File: src/hdl/tcw_pkg.sv
package tcw_pkg;

    // Field widths of the channels
    localparam int KIND_W  = 2;
    localparam int CHAR_W  = 8;
    localparam int IDX_W   = 11;
    localparam int ENTRY_W = 16;
    localparam int ROW_W   = 5;
    localparam int COL_W   = 7;
    localparam int COLOR_W = 8;

    // Address width of the memory request, sized for the largest screen (32 x 128)
    localparam int RAM_AW = 12;

    localparam logic [CHAR_W-1:0]  NEWLINE_CHAR = 8'h0A;
    localparam logic [CHAR_W-1:0]  BLANK_CHAR   = 8'h20;
    localparam logic [ENTRY_W-1:0] INIT_CELL    = 16'h0720;
    localparam logic [COLOR_W-1:0] COLOR_RESET  = 8'h07;

    typedef enum logic [KIND_W-1:0] {
        KIND_PUT   = 2'd0,
        KIND_CLEAR = 2'd1,
        KIND_READ  = 2'd2
    } t_kind;

    typedef enum logic [2:0] {
        ST_INIT,
        ST_IDLE,
        ST_READ,
        ST_SCROLL,
        ST_FILL,
        ST_RESULT
    } t_state;

    typedef struct packed {
        logic               cell_written;
        logic [IDX_W-1:0]   cell_index;
        logic [ENTRY_W-1:0] cell_entry;
        logic               scrolled;
        logic [IDX_W-1:0]   cursor_pos;
        logic [ROW_W-1:0]   cursor_row;
        logic [COL_W-1:0]   cursor_col;
        logic [ENTRY_W-1:0] read_entry;
    } t_result;

    typedef struct packed {
        logic               we;
        logic [RAM_AW-1:0]  waddr;
        logic [ENTRY_W-1:0] wdata;
        logic               re;
        logic [RAM_AW-1:0]  raddr;
    } t_ram_req;

endpackage

File: src/hdl/tcw_ctrl.sv
module tcw_ctrl #(
    parameter int COLUMNS = 80,
    parameter int ROWS    = 25
) (
    input  logic                          i_clk,
    input  logic                          i_rst_n,
    input  logic [tcw_pkg::COLOR_W-1:0]   i_text_color,
    input  logic                          i_in_valid,
    output logic                          o_in_ready,
    input  logic [tcw_pkg::KIND_W-1:0]    i_kind,
    input  logic [tcw_pkg::CHAR_W-1:0]    i_char_code,
    input  logic [tcw_pkg::IDX_W-1:0]     i_read_index,
    input  logic                          i_out_free,
    output logic                          o_res_valid,
    output tcw_pkg::t_result              o_res,
    output tcw_pkg::t_ram_req             o_ram_req,
    input  logic [tcw_pkg::ENTRY_W-1:0]   i_rdata
);
    import tcw_pkg::*;

    localparam int CELLS = ROWS * COLUMNS;
    localparam int AW    = $clog2(CELLS);
    localparam int CNT_W = $clog2(CELLS + 1);
    localparam int RW    = $clog2(ROWS);
    localparam int CW    = $clog2(COLUMNS);
    localparam logic [AW-1:0] LAST_BASE = AW'(CELLS - COLUMNS);

    t_state             r_state, n_state;
    logic [RW-1:0]      r_row, n_row;
    logic [CW-1:0]      r_col, n_col;
    logic [AW-1:0]      r_pos, n_pos;
    logic [CNT_W-1:0]   r_idx, n_idx;
    logic               r_cp_pend, n_cp_pend;
    logic               r_rd_ok, n_rd_ok;
    logic [AW-1:0]      r_wa, n_wa;
    t_result            r_res, n_res;

    logic               newline;
    logic [AW-1:0]      line_next;

    // start of the next line, valid when not on the bottom row
    assign line_next = r_pos - AW'(r_col) + AW'(COLUMNS);

    always_comb begin
        n_state     = r_state;
        n_row       = r_row;
        n_col       = r_col;
        n_pos       = r_pos;
        n_idx       = r_idx;
        n_cp_pend   = r_cp_pend;
        n_rd_ok     = r_rd_ok;
        n_wa        = r_wa;
        n_res       = r_res;
        newline     = 1'b0;
        o_ram_req   = '0;
        o_in_ready  = 1'b0;
        o_res_valid = 1'b0;
        o_res       = r_res;

        case (r_state)
            ST_INIT: begin
                o_ram_req.we    = 1'b1;
                o_ram_req.waddr = RAM_AW'(r_idx[AW-1:0]);
                o_ram_req.wdata = INIT_CELL;
                if (r_idx == CNT_W'(CELLS - 1)) begin
                    n_idx   = '0;
                    n_state = ST_IDLE;
                end else begin
                    n_idx = r_idx + 1'b1;
                end
            end
            ST_IDLE: begin
                o_in_ready = 1'b1;
                if (i_in_valid) begin
                    n_res   = '0;
                    n_state = ST_RESULT;
                    case (i_kind)
                        KIND_PUT: begin
                            if (i_char_code == NEWLINE_CHAR) begin
                                newline = 1'b1;
                            end else begin
                                o_ram_req.we       = 1'b1;
                                o_ram_req.waddr    = RAM_AW'(r_pos);
                                o_ram_req.wdata    = {i_text_color, i_char_code};
                                n_res.cell_written = 1'b1;
                                n_res.cell_index   = IDX_W'(r_pos);
                                n_res.cell_entry   = {i_text_color, i_char_code};
                                if (r_col == CW'(COLUMNS - 1)) begin
                                    newline = 1'b1;
                                end else begin
                                    n_col = r_col + 1'b1;
                                    n_pos = r_pos + 1'b1;
                                end
                            end
                            if (newline) begin
                                n_col = '0;
                                if (r_row == RW'(ROWS - 1)) begin
                                    // bottom row: copy rows up, then blank the last one
                                    n_pos          = LAST_BASE;
                                    n_res.scrolled = 1'b1;
                                    n_idx          = CNT_W'(COLUMNS);
                                    n_cp_pend      = 1'b0;
                                    n_state        = ST_SCROLL;
                                end else begin
                                    n_row = r_row + 1'b1;
                                    n_pos = line_next;
                                end
                            end
                        end
                        KIND_CLEAR: begin
                            n_row   = '0;
                            n_col   = '0;
                            n_pos   = '0;
                            n_idx   = '0;
                            n_state = ST_FILL;
                        end
                        KIND_READ: begin
                            o_ram_req.re    = 1'b1;
                            o_ram_req.raddr = RAM_AW'(i_read_index);
                            n_rd_ok         = (32'(i_read_index) < 32'(CELLS));
                            n_state         = ST_READ;
                        end
                        default: begin
                            n_state = ST_RESULT;
                        end
                    endcase
                    n_res.cursor_pos = IDX_W'(n_pos);
                    n_res.cursor_row = ROW_W'(n_row);
                    n_res.cursor_col = COL_W'(n_col);
                end
            end
            ST_READ: begin
                n_res.read_entry = r_rd_ok ? i_rdata : '0;
                n_state          = ST_RESULT;
            end
            ST_SCROLL: begin
                // read cell i, write it one line up in the next cycle
                if (r_cp_pend) begin
                    o_ram_req.we    = 1'b1;
                    o_ram_req.waddr = RAM_AW'(r_wa);
                    o_ram_req.wdata = i_rdata;
                end
                if (r_idx != CNT_W'(CELLS)) begin
                    o_ram_req.re    = 1'b1;
                    o_ram_req.raddr = RAM_AW'(r_idx[AW-1:0]);
                    n_wa            = r_idx[AW-1:0] - AW'(COLUMNS);
                    n_cp_pend       = 1'b1;
                    n_idx           = r_idx + 1'b1;
                end else begin
                    n_cp_pend = 1'b0;
                    n_idx     = CNT_W'(CELLS - COLUMNS);
                    n_state   = ST_FILL;
                end
            end
            ST_FILL: begin
                o_ram_req.we    = 1'b1;
                o_ram_req.waddr = RAM_AW'(r_idx[AW-1:0]);
                o_ram_req.wdata = {i_text_color, BLANK_CHAR};
                if (r_idx == CNT_W'(CELLS - 1)) begin
                    n_idx   = '0;
                    n_state = ST_RESULT;
                end else begin
                    n_idx = r_idx + 1'b1;
                end
            end
            ST_RESULT: begin
                if (i_out_free) begin
                    o_res_valid = 1'b1;
                    n_state     = ST_IDLE;
                end
            end
            default: begin
                n_state = ST_IDLE;
            end
        endcase
    end

    always_ff @(posedge i_clk) begin
        if (!i_rst_n) begin
            r_state   <= ST_INIT;
            r_row     <= '0;
            r_col     <= '0;
            r_pos     <= '0;
            r_idx     <= '0;
            r_cp_pend <= 1'b0;
            r_rd_ok   <= 1'b0;
        end else begin
            r_state   <= n_state;
            r_row     <= n_row;
            r_col     <= n_col;
            r_pos     <= n_pos;
            r_idx     <= n_idx;
            r_cp_pend <= n_cp_pend;
            r_rd_ok   <= n_rd_ok;
        end
    end

    always_ff @(posedge i_clk) begin
        r_wa  <= n_wa;
        r_res <= n_res;
    end

endmodule

File: config.mk
export PLATFORM = sky130hd
export DESIGN_NAME = tcw_ctrl
export DESIGN_NICKNAME = d
export VERILOG_FILES = /design/src/hdl/tcw_pkg.sv /design/src/hdl/tcw_ctrl.sv
export SDC_FILE = /design/constraint.sdc
export NUM_CORES = 1
export LEC_CHECK = 0
export BUFFER_PORTS_ARGS = -buffer_cell sky130_fd_sc_hd__buf_4
export CORE_ASPECT_RATIO = 1.4
export CORE_MARGIN = 2
export CORE_UTILIZATION = 45
export CTS_CLUSTER_DIAMETER = 80
export DETAILED_ROUTE_END_ITERATION = 10
export GPL_TIMING_DRIVEN = 1
export PLACE_DENSITY = 0.71
export SYNTH_ARGS = -nofsm -noshare
export SYNTH_HDL_FRONTEND = slang
export SYNTH_SLANG_ARGS = --single-unit
File: constraint.sdc
create_clock -name i_clk -period 3.91 [get_ports i_clk]
set_input_delay 0.5865 -clock i_clk [delete_from_list [all_inputs] [get_ports i_clk]]
set_output_delay 0.5865 -clock i_clk [all_outputs]
set_load 0.01 [all_outputs]
==> summary.md, run 1 <==
• 669 — synthesized instance count
• 19.25% — compound-cell area share of the yosys netlist
• sky130_fd_sc_hd__and3_1 — critical-path cell with the highest stage delay
• 15540 sq um — area enclosed by the die boundary
• 52 — row cnt
• 1026 — Post-Layout Cell Count
• and2b_1 > and3_1 > a222oi_1 > inv_1 > buf_4 — worst path cell trace
• 0 — Antenna diodes
• flop — CP startpoint kind
• 4.2% — part of the total power dissipated in combinational logic
• 0 ns — Total Neg Setup Slack
• 2 — Hold Path Depth
• 0% — async set-or-reset flop fraction in the synthesized netlist
• 994 — cell count after placement
• 11 — cell count of the worst reg-to-reg path
• in2reg — Hold Crit Class
• 17 — CTS Buf Count
• output port — crit end category
• 79 — count of flip-flops with a built-in enable after synthesis
• 906 — number of nets at the end of the flow
• reg2out — class of the most critical setup path
• 43.2% — sequential power share
• 3.586 nW — reported leakage power
• 0.06 ns — register clock-pin slew on the reported worst setup and hold paths
• 0.003077 W — post-route total power
• 0 — total DRC errors in the routed layout
• 28 — CP Max Fanout
• 5.667 — routed via count divided by cell count
• 19350 um — aggregate routed wire length
• finished, final reports clean — status
• 5814 — Vias
• 88.49% — fraction of the cycle the final worst path needs
• 59.52% — fin util
• 0.96 ns — setup slack, reg-to-reg
• i_rdata[2] — Min-Delay Startpoint
• 0.0007280 W — Switch Pwr
• 0 — Warnings, synthesis
• 289.0 MHz — f_max
• 0 — Maximum Capacitance Violations
• 1.123 ns — Worst-Margin Slew
• 0 — Routed Antenna Nets
• 14150 um — detailed placer's ending HPWL
• 118 — sinks on the clock net
• 0 — initial antenna violation count
• done — clock tree from TritonCTS
• 30.17% — area grow syn2layout
• 25.11% — worst rel slew slack
• 550 — initial drt markers
• 0 — final max-slew violation count
• r_state[2] — startpoint of the most critical setup path
• 0 — Post-CTS Setup Bufs
• 0.9224 — Final Wtd Congestion
• 25.24% — total global routing track utilization
• 0.6117% — fraction of synthesized area in multiplexers
• 52.7% — part of the power in the clock network
• sky130_fd_sc_hd__edfxtp_1 — most used flip-flop cell after synthesis
• 18.60% — share of synthesized cell area in and, or, nand and nor gates
• 18.86 um — Routed WL per cell
• o_res[38] — Critical R2R Capture
• o_res[2] — end point of the most critical hold path
• 71 — number of distinct library cells after synthesis
• 5 — total iterations of the first detailed-routing run
• 0.002349 W — Internal Dissipation
• 45.73% — starting density of the core
• 361.2 nW/um^2 — Pwr Density
• 0.42 ns — clock latency at the later pin of the worst-skew pair
• no — setup repair after global routing missed its margin
• 0 — overflow left after global routing
• 8519 sq um — design area
• 0.95 ns — critical path's largest stage delay
• r_pos[4] — Crit Reg-Reg Startpoint
• 0 — final number of setup-violating endpoints
• 161 — I/O pin total
• 27.00% — layout cells sized above 1
• 158 — Port-buffer cells
• 1.740% — post-synthesis xor/xnor area fraction
• 0.009728 ns — Clock Skews
• 3.32 ns — required time worst endpoint
• 105.9 um — Die W
• 0 — Final Hold Violating Endpoints
• 14310 sq um — core box area
• 23.66% — switching part of the total
• 146.7 um — die extent in y
• 30500 um — first-pass GRT wire length
• 2 — maximum number of buffers from clock root to sink
• 7909 sq um — total placed instance area
• 3.460 ns — post-layout min period
• 6545 sq um — area of the mapped netlist
• 4 — number of H-tree branching levels
• 9.783 sq um — Synth Area per Inst
• 118 — post-synthesis sequential element count
• 2.87 ns — signal arrival time at the worst endpoint
• 0 — number of hold buffers added after CTS
• 6.423% — post-synthesis share of cell area spent on full adders, half adders and majority gates
• 70 — maximum number of pins on one net before global-route repair
• compound AO/OA/AOI/OAI gates — main combinational cell family by area after synthesis
• 0 — number of instances resized during post-cts repair
• 5694 — via count of the first global-routing pass
• 0.0002656 V — IR Drop Worst-Case VDD
• 48.17% — register area share after synthesis
• sky130_fd_sc_hd__clkbuf_16 — clk root buf
cells in the mapped netlist (3+ instances only):
| library cell | instances | share of area (%) |
|---|---|---|
| sky130_fd_sc_hd__a211oi_1 | 8 | 0.92 |
| sky130_fd_sc_hd__a21o_1 | 6 | 0.69 |
| sky130_fd_sc_hd__a21oi_1 | 41 | 3.1 |
| sky130_fd_sc_hd__a222oi_1 | 11 | 1.7 |
| sky130_fd_sc_hd__a22o_1 | 26 | 3.5 |
| sky130_fd_sc_hd__a31oi_1 | 7 | 0.67 |
| sky130_fd_sc_hd__and2_1 | 37 | 3.5 |
| sky130_fd_sc_hd__and3_1 | 11 | 1.1 |
| sky130_fd_sc_hd__buf_2 | 11 | 0.84 |
| sky130_fd_sc_hd__clkbuf_1 | 21 | 1.2 |
| sky130_fd_sc_hd__dfxtp_1 | 39 | 12 |
| sky130_fd_sc_hd__edfxtp_1 | 79 | 36 |
| sky130_fd_sc_hd__ha_1 | 32 | 6.1 |
| sky130_fd_sc_hd__inv_1 | 46 | 2.6 |
| sky130_fd_sc_hd__mux2i_1 | 4 | 0.61 |
| sky130_fd_sc_hd__nand2_1 | 53 | 3.0 |
| sky130_fd_sc_hd__nand2b_1 | 4 | 0.38 |
| sky130_fd_sc_hd__nand3_1 | 15 | 1.1 |
| sky130_fd_sc_hd__nand4_1 | 8 | 0.76 |
| sky130_fd_sc_hd__nor2_1 | 64 | 3.7 |
| sky130_fd_sc_hd__nor2b_1 | 6 | 0.57 |
| sky130_fd_sc_hd__nor3_1 | 8 | 0.61 |
| sky130_fd_sc_hd__nor3b_1 | 3 | 0.34 |
| sky130_fd_sc_hd__o211a_1 | 5 | 0.76 |
| sky130_fd_sc_hd__o21ai_0 | 41 | 3.1 |
| sky130_fd_sc_hd__o31ai_1 | 6 | 0.69 |
| sky130_fd_sc_hd__or2_2 | 7 | 0.67 |
| sky130_fd_sc_hd__or3_1 | 5 | 0.48 |
| sky130_fd_sc_hd__xnor2_1 | 8 | 1.1 |
| sky130_fd_sc_hd__xor2_1 | 5 | 0.67 |
critical path: cells and delay by family, from the launching register on:
kind            cells  cell delay (ns)
flops               1             0.44
buf+inv             2             0.29
simple gates        2             1.36
compound gates      1             0.36
sequential cells by signal, summed over array words and instances, names as in the netlist:
register   flops
r_state        3
r_row          5
r_pos         11
r_cp_pend      1
r_col          7
r_wa          11
r_idx         11
r_rd_ok        1
o_res         68
how the worst max path moves through the flow:
stage | endpoint | slack, ns
6_report | o_ram_req[33] | 0.45
5_1_grt | o_ram_req[2] | 0.29
4_1_cts | o_ram_req[33] | 0.52
3_5_place_dp | r_pos[5] | 0.69
3_3_place_gp | r_pos[4] | 0.84
2_1_floorplan | o_res[16] | 0.80
cell families after synthesis:
kind of cell / after synthesis
muxes: 4
buffers and inverters: 84
AOI/OAI and AO/OA: 179
other: 1
adders and majority gates: 33
xor gates and xnor gates: 13
and+or+nand+nor: 237
DFF: 118
power by group through the flow:
stage	clock network (W)	registers (W)	logic [W]
detailed placement	0	0.00136	0.000128
finish	0.00162	0.00133	0.000128
global placement	0	0.00135	0.000125
floorplan	0	0.00135	0.0000546
CTS	0.00163	0.00133	0.000128
global route	0.00170	0.00133	0.000139
cells in the final DEF, fill, tap and decap left out, types with 8 or more instances in the layout:
cell type                   Yosys  layout
sky130_fd_sc_hd__and2_1        37      37
sky130_fd_sc_hd__xnor2_1        8       8
sky130_fd_sc_hd__a22o_1        26      26
sky130_fd_sc_hd__and3_1        11      11
sky130_fd_sc_hd__edfxtp_1      79      79
sky130_fd_sc_hd__nor3_1         8       8
sky130_fd_sc_hd__clkbuf_16      0      17
sky130_fd_sc_hd__a21oi_1       41      41
sky130_fd_sc_hd__buf_4          2     170
sky130_fd_sc_hd__a211oi_1       8       8
sky130_fd_sc_hd__inv_1         46      46
sky130_fd_sc_hd__a222oi_1      11      11
sky130_fd_sc_hd__nand4_1        8       8
sky130_fd_sc_hd__nand2_1       53      53
sky130_fd_sc_hd__nand3_1       15      15
sky130_fd_sc_hd__dfxtp_1       39      39
sky130_fd_sc_hd__nor2_1        64      64
sky130_fd_sc_hd__o21ai_0       41      41
sky130_fd_sc_hd__ha_1          32      32
layout make-up:
class | instances | area [sq um]
clock inverters | 15 | 185.2
fillers | 1245 | 5794
inverters | 49 | 183.9
multi-input cells | 468 | 3059
repair buffers | 170 | 1276
flip-flops and latches | 118 | 3153
clock buffers | 17 | 425.4
well taps | 189 | 236.5
layer usage:
metal / vias up / share of wire, % / global-route usage [%]
met5: - / 0 / 0
met4: 0 / 2.8 / 11.25
met3: 49 / 6.1 / 4.481
met2: 237 / 52 / 44.19
met1: 2776 / 39 / 30.13
li1: 2752 / - / -
metrics by stage:
step,setup slack [ns],hold WS (ns)
2_1_floorplan,0.8025,0.4629
3_3_place_gp,0.8350,0.4887
3_5_place_dp,0.6909,0.4920
4_1_cts,0.5250,0.4506
5_1_grt,0.2924,0.4508
6_report,0.4500,0.4576
Power figures use the tool's default switching activity.
==> inputs of run 2 (changes only) <==
- CORE_UTILIZATION: 45 -> 33
- PLACE_DENSITY: 0.71 -> 0.56
==> run 2 against run 1 <==
  * Sequential power barely moved
  * Final cell count rose by 5.7%
  * Non-clock buffer count fell by 1
  * Register-to-register slack got worse by 0.18 ns
==> summary.md, run 2 (synthesis gave the netlist of run 1 again) <==
• finished, final reports clean — status
• no — setup repair after global routing missed its margin
• 0 — Routed Antenna Nets, unchanged
• 30.59% — area grow syn2layout
• simple AND/OR/NAND/NOR gates — cell class contributing the biggest share of worst-path delay
• 26.91% — layout cells sized above 1, -0.087 points
• 3.555 nW — reported leakage power, -0.87%
• 20250 um — aggregate routed wire length, +4.7%
• in2reg — Hold Crit Class
• 0.4482 ns — tightest hold margin, -0.009393 ns
• 17 — CTS Buf Count, unchanged
• o_res[37] — Critical R2R Capture
• sky130_fd_sc_hd__buf_4 (169), sky130_fd_sc_hd__edfxtp_1 (79), sky130_fd_sc_hd__nor2_1 (64) — most frequent cells in the layout
• 0 — Final Hold Violating Endpoints, unchanged
• reg2out — class of the most critical setup path
• 6 — logic depth of the worst path, buffers included, +1
• sky130_fd_sc_hd__dfxtp_1 — critical-path cell with the highest stage delay
• 0.78 ns — setup slack, reg-to-reg, -0.18 ns
• 30370 um — first-pass GRT wire length, -0.43%
• 86.42% — fraction of the cycle the final worst path needs, -2.1 points
• 2.79 ns — signal arrival time at the worst endpoint, -0.08 ns
• 0 — number of hold buffers added after CTS, unchanged
• 3059 sq um — multi-input gate area in the final layout, unchanged
• 0.06 ns — register clock-pin slew on the reported worst setup and hold paths, about the same
• done — clock tree from TritonCTS
• 24.51% — worst rel slew slack, -0.60 points
• 0 — overflow left after global routing, unchanged
• 3.32 ns — required time worst endpoint, about the same
• flop — CP startpoint kind
• and2b_1 > nand2_1 > inv_2 > and2_0 > or2_2 > buf_4 — worst path cell trace
• 0 — final number of setup-violating endpoints, unchanged
• 5 — total iterations of the first detailed-routing run, unchanged
• output port — crit end category
• 68 — flip-flop count of the largest register after layout, unchanged
• 3153 sq um — storage element area, unchanged
• 33.79% — starting density of the core, -12 points
• 60 — row cnt, +15%
• 0 — Antenna diodes, unchanged
• 0.0002110 V — IR Drop Worst-Case VDD, -21%
• 0 — Maximum Capacitance Violations, unchanged
• 70 — maximum number of pins on one net before global-route repair, unchanged
• 4 — number of H-tree branching levels, unchanged
• 0.8337 — Final Wtd Congestion, -9.6%
• 2 — maximum number of buffers from clock root to sink, unchanged
• 2 — number of buffer and inverter instances along the worst setup path, unchanged
• 3.379 ns — post-layout min period, -0.08082 ns
• 123.0 um — Die W, +16%
• 0 — total DRC errors in the routed layout, unchanged
• 0 — Post-CTS Setup Bufs, unchanged
• 5.216 — routed via count divided by cell count, -8.0%
• 0.008978 ns — Clock Skews, -0.0007501 ns
• sky130_fd_sc_hd__clkbuf_16 — clk root buf
• 158 — Port-buffer cells, unchanged
• 19370 sq um — core box area, +35%
• r_state[2] — startpoint of the most critical setup path
• 905 — number of nets at the end of the flow, -0.11%
• 14 — CP Max Fanout, -50%
• 1915 — # fillers, +54%
• 5439 — via count of the first global-routing pass, -4.5%
• 13 — cell count of the worst reg-to-reg path, +2
• 20990 sq um — area enclosed by the die boundary, +35%
• 0.57 ns — critical path's largest stage delay, -0.38 ns
• 14880 um — detailed placer's ending HPWL, +5.1%
• 1.132 ns — Worst-Margin Slew, +0.008953 ns
• 0 ns — Total Neg Setup Slack, unchanged
• 295.9 MHz — f_max, +2.4%
• sky130_fd_sc_hd__buf_4 — commonest non-fill, non-tap cell in the layout
• 0.43 ns — clock latency at the later pin of the worst-skew pair, about the same
• r_pos[0] — Crit Reg-Reg Startpoint
• 0 — initial antenna violation count, unchanged
• 346.8 nW/um^2 — Pwr Density, -4.0%
• 161 — I/O pin total, unchanged
• 405 — initial drt markers, -26%
• 170.6 um — die extent in y, +16%
• 0 — final max-slew violation count, unchanged
• o_ram_req[12] — Worst setup endpoint
• 0 — number of instances resized during post-cts repair, unchanged
• 5654 — Vias, -2.8%
• 19.30% — total global routing track utilization, -5.9 points
• 118 — sinks on the clock net, unchanged
• 18.68 um — Routed WL per cell, -0.95%
-- run 2: routing by layer --
layer  vias up  GRT usage [%]  part of all wire, %
met2       157          33.34                   53
met3        31          3.800                  4.1
li1       2745              -                    -
met4         0          7.312                  2.5
met1      2721          23.51                   41
met5         -              0                    0
-- run 2: worst min-delay path by stage --
stage | slack [ns] | startpoint | end | cells after the start
after floorplan | 0.46 | r_cp_pend | r_cp_pend | 2
after global placement | 0.49 | r_cp_pend | r_cp_pend | 2
after detailed placement | 0.49 | r_cp_pend | r_cp_pend | 2
after CTS | 0.44 | i_rdata[8] | o_res[8] | 2
after global routing | 0.43 | i_rdata[11] | o_res[11] | 2
final | 0.45 | i_rdata[0] | o_res[0] | 2
-- run 2: power by group --
| part | total (W) | switching, W | internal (W) |
|---|---|---|---|
| Combinational | 0.000128 | 0.0000712 | 0.0000564 |
| Clock | 0.00151 | 0.000622 | 0.000887 |
| Sequential | 0.00133 | 0.00000608 | 0.00132 |
| Total | 0.00296 | 0.000699 | 0.00227 |
-- run 2: metrics by stage --
step                power, W  utilization [%]  instances  worst slack [ns]  instance area [sq um]
floorplan           0.001406                -        670            0.8025                   6549
global placement    0.001481            41.18       1052            0.8377                   7975
detailed placement  0.001482            41.18       1052            0.8167                   7975
CTS                 0.002989            44.13       1084            0.5179                   8547
global route        0.003055            44.13       1084            0.3324                   8547
finish              0.002964            44.13       1084            0.5308                   8547
-- run 2: final cells by class --
cell class	count	area share (%)
Multi-Input combinational cell	468	35.79
Inverter	49	2.152
Clock buffer	17	4.977
Clock inverter	15	1.713
Sequential cell	118	36.89
Tap cell	248	3.631
Timing Repair Buffer	169	14.84
